<file path="src/hdl/bfea_pkg.sv">
`timescale 1ns / 1ps
`default_nettype none
package bfea_pkg;

  localparam int unsigned MaxExtentsDef = 16;
  localparam int unsigned PosBitsDef    = 24;
  localparam int unsigned PosW          = 24;
  localparam int unsigned LenW          = 25;
  localparam int unsigned AlignW        = 17;
  localparam int unsigned StampW        = 32;

  localparam logic [1:0] OpAlloc   = 2'd0;
  localparam logic [1:0] OpAligned = 2'd1;
  localparam logic [1:0] OpFree    = 2'd2;

  localparam logic [2:0] StOk       = 3'd0;
  localparam logic [2:0] StNoSpace  = 3'd1;
  localparam logic [2:0] StDupStart = 3'd2;
  localparam logic [2:0] StOvlPrev  = 3'd3;
  localparam logic [2:0] StOvlNext  = 3'd4;
  localparam logic [2:0] StFull     = 3'd5;

  localparam logic RegPoolStart = 1'b0;
  localparam logic RegPoolSize  = 1'b1;

  typedef enum logic [3:0] {
    S_INIT, S_IDLE, S_FIT, S_FIT_DONE, S_FSCAN, S_FDONE, S_TALLY, S_DONE
  } state_e;

  typedef struct packed {
    logic init;      // rebuild pool
    logic latch;     // capture request
    logic scan_fit;  // step fit scan
    logic fit_apply; // apply alloc result
    logic scan_free; // step free scan
    logic free_apply;
    logic scan_tally;
    logic tally_clr;
    logic emit;
  } cmd_t;

  typedef struct packed {
    logic scan_last;
    logic free_req;  // request goes to free path
    logic fit_ok;    // no free phase pending
  } sts_t;

endpackage
`default_nettype wire

</file>
<file path="src/hdl/best_fit_extent_allocator.sv">
// Channel  | Handshake              | Signals
// request  | start, busy            | op_i position_i length_i alignment_i
// result   | done_o (1-cycle strobe)| status_o result_position_o free_total_o
//          |                        | fragment_count_o
// config   | cfg_valid_i, cfg_ready_o | cfg_index_i cfg_data_i
// Each phase scans the extent table one entry per cycle through the shared
// table index. Allocate runs the fit scan, free the free scan, an aligned
// allocate with alignment above 1 that finds a fit runs both (the free scan
// returns its leading gap), an unused op neither; every op then runs the tally scan.
// After reset or a config write the table is rebuilt in the init state.
// Results cannot be stalled; done_o pulses once per item.
`timescale 1ns / 1ps
`default_nettype none
module best_fit_extent_allocator #(
  parameter int unsigned MAX_EXTENTS = bfea_pkg::MaxExtentsDef
) (
  input  wire                         clk_i,
  input  wire                         rst_ni,
  input  wire                         start,
  output logic                        busy,
  input  wire  [1:0]                  op_i,
  input  wire  [bfea_pkg::PosW-1:0]   position_i,
  input  wire  [bfea_pkg::LenW-1:0]   length_i,
  input  wire  [bfea_pkg::AlignW-1:0] alignment_i,
  output logic                        done_o,
  output logic [2:0]                  status_o,
  output logic [bfea_pkg::PosW-1:0]   result_position_o,
  output logic [bfea_pkg::LenW-1:0]   free_total_o,
  output logic [4:0]                  fragment_count_o,
  input  wire                         cfg_valid_i,
  output logic                        cfg_ready_o,
  input  wire  [0:0]                  cfg_index_i,
  input  wire  [bfea_pkg::LenW-1:0]   cfg_data_i
);
  import bfea_pkg::*;

  cmd_t cmd;
  sts_t sts;
  logic [PosW-1:0] pool_start_q;
  logic [LenW-1:0] pool_size_q;
  logic cfg_wr;

  // a request offered in the same cycle wins over a register write
  assign cfg_ready_o = !busy && !start;
  assign cfg_wr      = cfg_valid_i && cfg_ready_o;

  always_ff @(posedge clk_i or negedge rst_ni) begin
    if (!rst_ni) begin
      pool_start_q <= '0;
      pool_size_q  <= LenW'(4096);
    end else if (cfg_wr) begin
      if (cfg_index_i == RegPoolStart) pool_start_q <= cfg_data_i[PosW-1:0];
      else                             pool_size_q  <= cfg_data_i;
    end
  end

  bfea_ctrl u_ctrl (
    .clk_i, .rst_ni, .start_i(start), .cfg_wr_i(cfg_wr),
    .sts_i(sts), .busy_o(busy), .cmd_o(cmd)
  );

  bfea_dp #(.MAX_EXTENTS(MAX_EXTENTS)) u_dp (
    .clk_i, .rst_ni, .cmd_i(cmd), .sts_o(sts),
    .pool_start_i(pool_start_q), .pool_size_i(pool_size_q),
    .op_i, .position_i, .length_i, .alignment_i,
    .done_o, .status_o, .result_position_o, .free_total_o, .fragment_count_o
  );
endmodule
`default_nettype wire

</file>
<file path="src/hdl/bfea_ctrl.sv">
`timescale 1ns / 1ps
`default_nettype none
module bfea_ctrl (
  input  wire           clk_i,
  input  wire           rst_ni,
  input  wire           start_i,
  input  wire           cfg_wr_i,
  input  bfea_pkg::sts_t sts_i,
  output logic          busy_o,
  output bfea_pkg::cmd_t cmd_o
);
  import bfea_pkg::*;

  state_e state_q, state_d;

  always_ff @(posedge clk_i or negedge rst_ni) begin
    if (!rst_ni) begin
      state_q <= S_INIT;
    end else begin
      state_q <= state_d;
    end
  end

  always_comb begin
    state_d = state_q;
    cmd_o   = '0;
    busy_o  = 1'b1;
    case (state_q)
      S_INIT: begin
        cmd_o.init = 1'b1;
        state_d    = S_IDLE;
      end
      S_IDLE: begin
        busy_o = 1'b0;
        if (cfg_wr_i) begin
          state_d = S_INIT;
        end else if (start_i) begin
          cmd_o.latch = 1'b1;
          state_d     = S_FIT;
        end
      end
      S_FIT: begin
        if (sts_i.free_req) begin
          state_d = S_FSCAN;
        end else begin
          cmd_o.scan_fit = 1'b1;
          if (sts_i.scan_last) state_d = S_FIT_DONE;
        end
      end
      S_FIT_DONE: begin
        cmd_o.fit_apply = 1'b1;
        state_d         = S_FSCAN;
      end
      S_FSCAN: begin
        if (sts_i.fit_ok) begin
          cmd_o.tally_clr = 1'b1;
          state_d         = S_TALLY;
        end else begin
          cmd_o.scan_free = 1'b1;
          if (sts_i.scan_last) state_d = S_FDONE;
        end
      end
      S_FDONE: begin
        cmd_o.free_apply = 1'b1;
        cmd_o.tally_clr  = 1'b1;
        state_d          = S_TALLY;
      end
      S_TALLY: begin
        cmd_o.scan_tally = 1'b1;
        if (sts_i.scan_last) state_d = S_DONE;
      end
      S_DONE: begin
        cmd_o.emit = 1'b1;
        state_d    = S_IDLE;
      end
      default: state_d = S_IDLE;
    endcase
  end
endmodule
`default_nettype wire

</file>
<file path="src/hdl/bfea_dp.sv">
`timescale 1ns / 1ps
`default_nettype none
module bfea_dp #(
  parameter int unsigned MAX_EXTENTS = bfea_pkg::MaxExtentsDef
) (
  input  wire                        clk_i,
  input  wire                        rst_ni,
  input  bfea_pkg::cmd_t             cmd_i,
  output bfea_pkg::sts_t             sts_o,
  input  wire  [bfea_pkg::PosW-1:0]  pool_start_i,
  input  wire  [bfea_pkg::LenW-1:0]  pool_size_i,
  input  wire  [1:0]                 op_i,
  input  wire  [bfea_pkg::PosW-1:0]  position_i,
  input  wire  [bfea_pkg::LenW-1:0]  length_i,
  input  wire  [bfea_pkg::AlignW-1:0] alignment_i,
  output logic                       done_o,
  output logic [2:0]                 status_o,
  output logic [bfea_pkg::PosW-1:0]  result_position_o,
  output logic [bfea_pkg::LenW-1:0]  free_total_o,
  output logic [4:0]                 fragment_count_o
);
  import bfea_pkg::*;

  localparam int unsigned POS_BITS = PosBitsDef;
  localparam int unsigned IdxW = (MAX_EXTENTS > 1) ? $clog2(MAX_EXTENTS) : 1;
  localparam int unsigned CntW = $clog2(MAX_EXTENTS + 1);
  localparam int unsigned AW   = POS_BITS + 2; // arithmetic width, holds space size
  localparam logic [AW-1:0] Space = AW'(1) << POS_BITS;
  localparam logic [IdxW-1:0] LastIdx = IdxW'(MAX_EXTENTS - 1);

  // extent table: registers read through the scan index and the best-fit index, written at several places
  logic [POS_BITS-1:0] ext_s_q [MAX_EXTENTS];
  logic [AW-1:0]       ext_l_q [MAX_EXTENTS];
  logic [MAX_EXTENTS-1:0] used_q;
  logic [StampW-1:0]   stamp_q [MAX_EXTENTS];
  logic [StampW-1:0]   ctr_q;

  logic [IdxW-1:0] idx_q;
  logic [1:0]      op_q;
  logic [AW-1:0]   len_q, amask_q;
  logic            aligned_q;

  // fit scan
  logic            best_v_q;
  logic [IdxW-1:0] best_q;
  logic [AW-1:0]   best_l_q;
  logic [StampW-1:0] best_st_q;

  // free phase inputs
  logic            fr_q;      // a free phase is pending
  logic [AW-1:0]   fpos_q, flen_q;
  logic            fitok_q;
  logic [2:0]      st_q;
  logic [POS_BITS-1:0] rpos_q;

  // free scan
  logic            dup_q, pv_q, nv_q, sv_q;
  logic [IdxW-1:0] pi_q, ni_q, si_q;
  logic [AW-1:0]   ps_q, pe_q, ns_q, nl_q;

  // undo of aligned allocate's tail update
  logic            undo_v_q, undo_used_q;
  logic [IdxW-1:0] undo_i_q;
  logic [POS_BITS-1:0] undo_s_q;
  logic [AW-1:0]   undo_l_q;
  logic [StampW-1:0] undo_st_q, undo_ctr_q;

  logic [AW-1:0]   sum_q;
  logic [CntW-1:0] cnt_q;

  logic [AW-1:0] cur_s, cur_l, need;
  assign cur_s = AW'(ext_s_q[idx_q]);
  assign cur_l = ext_l_q[idx_q];
  assign need  = len_q + amask_q;

  assign sts_o.scan_last = (idx_q == LastIdx);
  assign sts_o.free_req  = (op_q == OpFree) || (op_q == 2'd3);
  assign sts_o.fit_ok    = !fr_q;

  // free-phase decision
  logic [AW-1:0] fend;
  logic f_err4a, mprev, mnext;
  logic [2:0] fstat;
  assign fend    = fpos_q + flen_q;
  assign f_err4a = fend > Space;
  assign mprev   = pv_q && (pe_q == fpos_q);
  assign mnext   = nv_q && (ns_q == fend);
  always_comb begin
    fstat = StOk;
    if (flen_q == '0)                   fstat = StOk;
    else if (f_err4a)                   fstat = StOvlNext;
    else if (dup_q)                     fstat = StDupStart;
    else if (pv_q && pe_q > fpos_q)     fstat = StOvlPrev;
    else if (nv_q && fend > ns_q)       fstat = StOvlNext;
    else if (!mprev && !mnext && !sv_q) fstat = StFull;
  end

  // aligned start
  logic [AW-1:0] bs, r, rend, bend;
  assign bs   = AW'(ext_s_q[best_q]);
  assign bend = bs + best_l_q;
  assign r    = (bs + amask_q) & ~amask_q;
  assign rend = r + len_q;

  always_ff @(posedge clk_i or negedge rst_ni) begin
    if (!rst_ni) begin
      used_q <= '0;
      ctr_q  <= StampW'(1);
      idx_q  <= '0;
      done_o <= 1'b0;
      op_q   <= OpAlloc;
      fr_q   <= 1'b0;
    end else begin
      done_o <= 1'b0;
      if (cmd_i.init) begin : init_blk
        logic [AW-1:0] s, l, room;
        s = AW'(pool_start_i[POS_BITS-1:0]);
        l = AW'(pool_size_i);
        room = Space - s;
        if (l > room) l = room;
        used_q     <= MAX_EXTENTS'(l != '0);
        ext_s_q[0] <= s[POS_BITS-1:0];
        ext_l_q[0] <= l;
        for (int i = 0; i < MAX_EXTENTS; i++) stamp_q[i] <= '0;
        ctr_q <= StampW'(1);
        sum_q <= l;
        cnt_q <= CntW'(l != '0);
      end
      if (cmd_i.latch) begin
        op_q      <= op_i;
        len_q     <= AW'(length_i);
        aligned_q <= (op_i == OpAligned) && (alignment_i > AlignW'(1));
        amask_q   <= ((op_i == OpAligned) && (alignment_i > AlignW'(1))) ?
                     AW'(alignment_i - AlignW'(1)) : '0;
        idx_q     <= '0;
        best_v_q  <= 1'b0;
        fr_q      <= (op_i == OpFree);
        fpos_q    <= AW'(position_i[POS_BITS-1:0]);
        flen_q    <= AW'(length_i);
        st_q      <= StOk;
        rpos_q    <= '0;
        undo_v_q  <= 1'b0;
        dup_q <= 1'b0; pv_q <= 1'b0; nv_q <= 1'b0; sv_q <= 1'b0;
      end
      if (cmd_i.scan_fit) begin
        if (used_q[idx_q] && cur_l >= need &&
            (!best_v_q || cur_l < best_l_q ||
             (cur_l == best_l_q && stamp_q[idx_q] > best_st_q))) begin
          best_v_q  <= 1'b1;
          best_q    <= idx_q;
          best_l_q  <= cur_l;
          best_st_q <= stamp_q[idx_q];
        end
        idx_q <= sts_o.scan_last ? '0 : idx_q + 1'b1;
      end
      if (cmd_i.fit_apply) begin
        if (!best_v_q) begin
          st_q <= StNoSpace;
        end else begin : ap
          logic [AW-1:0] ts, tl;
          ts = aligned_q ? rend : bs + len_q;
          tl = aligned_q ? bend - rend : best_l_q - len_q;
          undo_v_q    <= aligned_q;
          undo_i_q    <= best_q;
          undo_used_q <= 1'b1;
          undo_s_q    <= ext_s_q[best_q];
          undo_l_q    <= best_l_q;
          undo_st_q   <= stamp_q[best_q];
          undo_ctr_q  <= ctr_q;
          if (tl == '0) begin
            used_q[best_q] <= 1'b0;
          end else begin
            ext_s_q[best_q] <= ts[POS_BITS-1:0];
            ext_l_q[best_q] <= tl;
            stamp_q[best_q] <= ctr_q;
            ctr_q <= ctr_q + 1'b1;
          end
          rpos_q <= aligned_q ? r[POS_BITS-1:0] : ext_s_q[best_q];
          fr_q   <= aligned_q;
          fpos_q <= bs;
          flen_q <= r - bs;
        end
      end
      if (cmd_i.scan_free) begin
        if (!used_q[idx_q]) begin
          if (!sv_q) begin sv_q <= 1'b1; si_q <= idx_q; end
        end else if (cur_s == fpos_q) begin
          dup_q <= 1'b1;
        end else if (cur_s < fpos_q) begin
          if (!pv_q || cur_s > ps_q) begin
            pv_q <= 1'b1; pi_q <= idx_q; ps_q <= cur_s; pe_q <= cur_s + cur_l;
          end
        end else if (!nv_q || cur_s < ns_q) begin
          nv_q <= 1'b1; ni_q <= idx_q; ns_q <= cur_s; nl_q <= cur_l;
        end
        idx_q <= sts_o.scan_last ? '0 : idx_q + 1'b1;
      end
      if (cmd_i.free_apply) begin
        if (fstat != StOk) begin
          st_q   <= fstat;
          rpos_q <= '0;
          if (undo_v_q) begin
            used_q[undo_i_q]  <= undo_used_q;
            ext_s_q[undo_i_q] <= undo_s_q;
            ext_l_q[undo_i_q] <= undo_l_q;
            stamp_q[undo_i_q] <= undo_st_q;
            ctr_q             <= undo_ctr_q;
          end
        end else if (flen_q != '0) begin
          ctr_q <= ctr_q + 1'b1;
          if (mprev) begin
            ext_l_q[pi_q] <= pe_q + flen_q - ps_q + (mnext ? nl_q : '0);
            stamp_q[pi_q] <= ctr_q;
            if (mnext) used_q[ni_q] <= 1'b0;
          end else if (mnext) begin
            ext_s_q[ni_q] <= fpos_q[POS_BITS-1:0];
            ext_l_q[ni_q] <= flen_q + nl_q;
            stamp_q[ni_q] <= ctr_q;
          end else begin
            used_q[si_q]  <= 1'b1;
            ext_s_q[si_q] <= fpos_q[POS_BITS-1:0];
            ext_l_q[si_q] <= flen_q;
            stamp_q[si_q] <= ctr_q;
          end
        end
      end
      if (cmd_i.tally_clr) begin
        sum_q <= '0;
        cnt_q <= '0;
        idx_q <= '0;
        if (!fr_q && st_q != StOk) rpos_q <= '0;
      end
      if (cmd_i.scan_tally) begin
        if (used_q[idx_q]) begin
          sum_q <= sum_q + cur_l;
          cnt_q <= cnt_q + 1'b1;
        end
        idx_q <= sts_o.scan_last ? '0 : idx_q + 1'b1;
      end
      if (cmd_i.emit) begin
        done_o            <= 1'b1;
        status_o          <= st_q;
        result_position_o <= PosW'(rpos_q);
        free_total_o      <= LenW'(sum_q);
        fragment_count_o  <= 5'(cnt_q);
      end
    end
  end
endmodule
`default_nettype wire
</file>
<file path="config.mk">
export PLATFORM = sky130hd
export DESIGN_NAME = best_fit_extent_allocator
export DESIGN_NICKNAME = d
export VERILOG_FILES = /design/src/hdl/bfea_pkg.sv /design/src/hdl/best_fit_extent_allocator.sv /design/src/hdl/bfea_ctrl.sv /design/src/hdl/bfea_dp.sv
export SDC_FILE = /design/constraint.sdc
export NUM_CORES = 2
export LEC_CHECK = 0
export BUFFER_PORTS_ARGS = -buffer_cell sky130_fd_sc_hd__buf_4
export CORE_UTILIZATION = 60
export DETAILED_ROUTE_END_ITERATION = 6
export PLACE_DENSITY = 0.87
export SLEW_MARGIN = 5
export SYNTH_ARGS = -nofsm -noshare
export SYNTH_HDL_FRONTEND = slang
export SYNTH_SLANG_ARGS = --single-unit
</file>
<file path="constraint.sdc">
create_clock -name clk_i -period 29.7 [get_ports clk_i]
set_clock_uncertainty 0.2 [all_clocks]
set_input_delay 5.94 -clock clk_i [delete_from_list [all_inputs] [get_ports clk_i]]
set_output_delay 5.94 -clock clk_i [all_outputs]
set_load 0.005 [all_outputs]
</file>
# Yosys cells after proc, flatten, opt, wreduce, memory -nomap -nowiden
# Memory sizes are Yosys's and may differ from the RTL's. A register that Yosys moved wholly into a read port is not among the register bits.
# Cells that the tools add are included.
dict set report word_totals {
  reg_bits 594
  ramBits 1312
  inputBits 98
  memories 3
}
# memory depth word_bits rd rd_ports_with_merged_regs write_ports line_no
set memory_table {}
lappend memory_table {u_dp.stamp_q 16 32 2 1 16 bfea_dp.sv:35} ;# logic [StampW-1:0] stamp_q [MAX_EXTENTS];
lappend memory_table {u_dp.ext_l_q 16 26 1 0 1 bfea_dp.sv:33} ;# logic [AW-1:0] ext_l_q [MAX_EXTENTS];
lappend memory_table {u_dp.ext_s_q 16 24 2 1 1 bfea_dp.sv:32} ;# logic [POS_BITS-1:0] ext_s_q [MAX_EXTENTS];
dict set report op_classes {
  n_addsub 20
  order_cmp 20
  eq_ne 20
  muxes 196
  bitwise 13
  reduce_logical 68
}
# cell count
set ops {}
lappend ops {{2-to-1 mux 26 bit} 19}
lappend ops {{2-to-1 mux 32 bit} 13}
lappend ops {{2-to-1 mux 24 bit} 13}
lappend ops {{2-to-1 mux 16 bit} 11}
lappend ops {{OR reduction 32 bit} 5}
lappend ops {{adder 26 bit} 5}
lappend ops {{OR reduction 26 bit} 5}
lappend ops {{2-to-1 mux 4 bit} 28}
lappend ops {{OR reduction 24 bit} 4}
lappend ops {{2-to-1 mux 1 bit} 90}
lappend ops {{adder 24 x 26 -> 26 bit} 3}
lappend ops {{== test 24 x 26 -> 1 bit} 2}
lappend ops {{== test 26 bit} 2}
lappend ops {{logical NOT 26 bit} 2}
lappend ops {{nonzero test 26 bit} 2}
lappend ops {{subtractor 26 x 24 -> 26 bit} 2}
lappend ops {{2-to-1 mux 3 bit} 11}
lappend ops {{adder 32 x 1 -> 32 bit (second input constant)} 1}
lappend ops {{bitwise AND 16 bit} 2}
lappend ops {{> comparator 32 bit} 1}
lappend ops {{inverter 16 bit} 2}
lappend ops {{OR 16 bit} 2}
lappend ops {{adder 25 x 26 -> 26 bit} 1}
lappend ops {{adder 26 x 25 -> 26 bit} 1}
lappend ops {{46 further kinds} 110}

# Longest topological paths before layout
dict set report depth {
  depth_word 22
  mapped_depth 48
}

# Cells and area by module
# A second synthesis with hierarchy kept.
dict set report unflattened {
  cells_unflattened 9775
  hier_area_um2 120660.7
}
# mod n_inst cells_per_inst area_each_um2 seq_area_each_um2
set by_module_without_submodules {}
lappend by_module_without_submodules {bfea_dp 1 9627 118437.3 56110.1}
lappend by_module_without_submodules {best_fit_extent_allocator 1 107 1885.6 1227.4}
lappend by_module_without_submodules {bfea_ctrl 1 41 337.8 75.1}

# Worst setup path before layout
# Ideal clock, no wire load.
dict set report synth_timing {
  path_kind {reg2reg}
  from {reg (tool-made name)}
  to {mem u_dp.ext_s_q[0][0] (netlist bit) (enable)}
  setup_ns 0.405
  t_arrival_ns 12.478
  path_slack_ns 16.617
  path_stages_with_launch 43
  path_buffers 6
  synth_period_minus_slack_ns 13.083
  cell_sequence {dfxtp_1 > buf_2 > buf_2 > clkbuf_1 > clkbuf_1 > buf_1 > mux4_2 > mux4_2 > ha_1 > o21a_1 > a2111oi_0 > nor2_1 > a21oi_1 > xor2_1 > nor2_1 > ha_1 > a21o_1 > a21o_1 > [... 7 more ...] > fa_1 > inv_1 > ha_1 > a21oi_1 > o21ai_0 > a2111oi_4 > o31ai_1 > a2111oi_0 > nor3_1 > xor2_1 > xnor2_1 > mux2_2 > o21a_1 > buf_2 > a222oi_1 > nand2_1 > a31o_2 > nor2_1}
}
# element line_no
set synth_rtl {}
lappend synth_rtl {{end: declaration} bfea_dp.sv:32}

==> impl_metrics.yaml <==
status:
  status: "complete, but fails checks"
  violations: "design-rule violations, max-capacitance violations, max-slew violations"
setup_path:
  critPathSlowestCell: "a2111oi_0"
  cp_common_cell: "a21oi_1"
  cp-end-kind: "register"
  rr_worst_depth: 43
  worst-setup-path-type: "reg2reg"
  arrival_ns: 15.71
  required_ns: 30.00
  r2r-end: "u_dp.ext_l_q[7][24]"
  rrSetupSlack_ns: 14.29
  critPathMaxStageDelay_ns: 1.03
  path_max_fanout: 45
  worstSetupStartpointType: "register"
power_and_ir_drop:
  finalPower_mw: 11.7
  power.density_nw_per_um2: 97.4
  p_leak_nw: 44.4
  ir_drop_mv: 0.0799
timing:
  finalHoldViolCount: 0
  worst_pin_slew_ns: 1.57
  fin_crit_sh_pct: 51.9
  setup_viol: 0
  finalSetupTns_ns: 0
  slew-limit-headroom_pct: -7.67
  rsz0062_at_grt: "no"
  fmax_ghz: 0.0649
  slew_viol_final: 8
  period_minus_slack_ns: 15.41
yosys:
  syn_inst: 8770
  netlist-cell-type-count: 106
  syn_avg_cell_area_sq_um: 12.5
  ys_ff_latch: 1931
  synth-async-reset-ratio_pct: 5.54
  postSynthNetCount: 9470
  syn-cell-area_sq_um: 109000
  ys.flop_type: "edfxtp_1"
  synth_sequential_area_ratio_pct: 52.5
  synth_edf_count: 1820
  ys_warn_count: 0
layout:
  drive_gt1_share_pct: 14.8
  final_cell_mix: "1820 x edfxtp_1, 903 x nor2_1, 520 x ha_1, 510 x nand2_1"
  fin_cells: 11410
  fin_nets: 9546
  design_area_sq_um: 120000
  area_delta_synth_final_pct: 9.61
  n_fill_cell: 12178
  final_common_cell: "edfxtp_1"
grt:
  grt_pass1_wl_microns: 541000
  grt_max_degree: 141
  grt_pass1_vias: 80692
  antenna_found_initial: 33
  grtUsageTotal_pct: 40.3
  grt_overflow_total: 0
floorplan:
  dieWidth_microns: 429
  dieHeight_microns: 429
  ios: 158
  core_area_sq_um: 181000
  rows: 156
  initial_core_util_pct: 60.5
  die_area_sq_um: 184000
clock_tree:
  postCtsSetupRepairBufs: 0
  clock_sinks: 1931
  hold_buffers: 0
  post_cts_resized: 0
  clk_latency_ns: 0.87
  clk_pin_slew_ns: 0.06
  clk_path_buf_depth: 3
  h-tree-depth: 4
  numCtsBuffers: 191
  cts_root_buf: "clkbuf_16"
  tritoncts: "done"
detailed_routing:
  post_drt_via_cell_ratio: 7.39
  drt_iter0_drc: 14193
  drtPass1Iterations: 7
  num_vias: 84290
  drtAntennaViolNets: 0
  wire_per_inst_microns: 33.2
  routed_wl_microns: 379000
  drc: 15
hold_path:
  holdPathStages: 0
  worstHoldPathType: "reg2reg"
  hold-path-endpoint: "u_dp.result_position_o[20]"
  hold_start: "u_dp.rpos_q[20]"
placed_design:
  gp_congestion: 1.07
  dp.cells: 11019
  dp_hpwl_microns: 253000
  post_dp_cell_area_sq_um: 113000
  port_buffers: 157
job:
  drv_cap: 3
## synthesized netlist by cell type, types with 19 or more instances
library cell | count | area (sq um)
o22ai_1 | 40 | 250
nand4_1 | 76 | 475
dfrtp_1 | 105 | 2630
o21ai_0 | 390 | 1950
a21o_1 | 127 | 953
o21a_1 | 75 | 563
nand2_1 | 527 | 1980
a21oi_1 | 419 | 2100
ha_1 | 520 | 6510
clkbuf_1 | 322 | 1210
and3_1 | 59 | 369
a22oi_1 | 97 | 728
fa_1 | 82 | 1640
nor3_1 | 131 | 656
xor2_1 | 95 | 832
buf_2 | 47 | 235
xnor2_1 | 163 | 1430
nor2_1 | 922 | 3460
mux2_2 | 79 | 890
nor2b_1 | 87 | 544
buf_4 | 19 | 143
mux4_2 | 441 | 9930
and2_1 | 43 | 269
inv_1 | 427 | 1600
o21bai_1 | 28 | 210
mux2i_1 | 454 | 4540
o221ai_1 | 25 | 219
o211ai_1 | 64 | 480
nand3_1 | 151 | 756
buf_1 | 75 | 282
or2_2 | 37 | 231
o31ai_1 | 32 | 240
nor4_1 | 41 | 257
edfxtp_1 | 1820 | 54700
a211oi_1 | 56 | 420
nand2b_1 | 70 | 438
a221oi_1 | 180 | 1580
or3_1 | 48 | 300
a31oi_1 | 64 | 400
## how the worst max path moves through the flow
stage               cells past startpoint     start  slack [ns]                  end
floorplan                              42  register       16.62   u_dp.ext_s_q[0][0]
global placement                       42  register       14.89  u_dp.stamp_q[2][21]
detailed placement                     42  register       14.79  u_dp.stamp_q[2][21]
CTS                                    42  register       14.69   u_dp.stamp_q[2][9]
global route                           43  register       13.74  u_dp.ext_l_q[7][24]
finish                                 43  register       14.29  u_dp.ext_l_q[7][24]
## logic make-up (layout without fill, tap and decap cells)
kind of cell | count (synthesis) | in the layout | share of synthesized area [%]
DFF | 1931 | 1931 | 52.5
AOI/OAI and AO/OA | 1825 | 1825 | 11.2
other | 0 | 33 | 0
buffers and inverters | 900 | 1137 | 3.21
xor gates and xnor gates | 258 | 258 | 2.07
muxes | 974 | 974 | 14.0
adders and majority gates | 602 | 602 | 7.45
and+or+nand+nor | 2280 | 2280 | 9.59
## critical path, delay by kind of cell (launching register included)
kind	cells	cell delay, ns
AO/OA/AOI/OAI	18	5.96
XOR/XNOR	4	0.58
adder cells (fa/ha/maj)	4	1.71
multiplexers	3	1.10
buffers and inverters	5	1.69
AND/OR/NAND/NOR	9	3.02
flip-flops	1	0.73
## per-stage QoR
stage / util, % / hold WS [ns] / setup WS [ns]
after global routing: 66.2 / 0.263 / 13.74
after floorplan: - / 0.223 / 16.62
final: 66.3 / 0.245 / 14.29
after detailed placement: 62.7 / 0.233 / 14.79
after global placement: 62.7 / 0.231 / 14.89
after CTS: 66.2 / 0.247 / 14.69
## where the power goes
group	switching [mW]	total, mW	internal [mW]
logic	3.41	5.27	1.86
clock network	1.11	2.49	1.38
registers	0.346	3.93	3.58
total	4.86	11.7	6.82
## final cells by class
class | instances | area (sq um) | share of cell area [%]
diodes | 33 | 82.6 | 0.0689
clock buffers | 235 | 5010 | 4.17
clock inverters | 119 | 1310 | 1.09
inverters | 436 | 1640 | 1.37
multi-input cells | 5939 | 48800 | 40.7
flip-flops and latches | 1931 | 57400 | 47.9
well taps | 2370 | 2970 | 2.47
repair buffers | 347 | 2690 | 2.24
## registers in the layout, indices dropped and copies added, names as in the netlist, 32 cells and up, named ones only
signal	cells
u_dp.best_st_q	32
u_dp.ctr_q	32
u_dp.ext_l_q	416
u_dp.ext_s_q	384
u_dp.stamp_q	512
u_dp.undo_ctr_q	32
u_dp.undo_st_q	32
## layer usage
metal | vias up | wire length, microns | GRT usage, %
li1 | 33956 | - | -
met1 | 40623 | 123000 | 49.5
met2 | 7763 | 168000 | 61.3
met3 | 1927 | 54000 | 12.0
met4 | 21 | 33900 | 28.6
met5 | - | 317 | 0.494
Power figures use the tool's default switching activity.
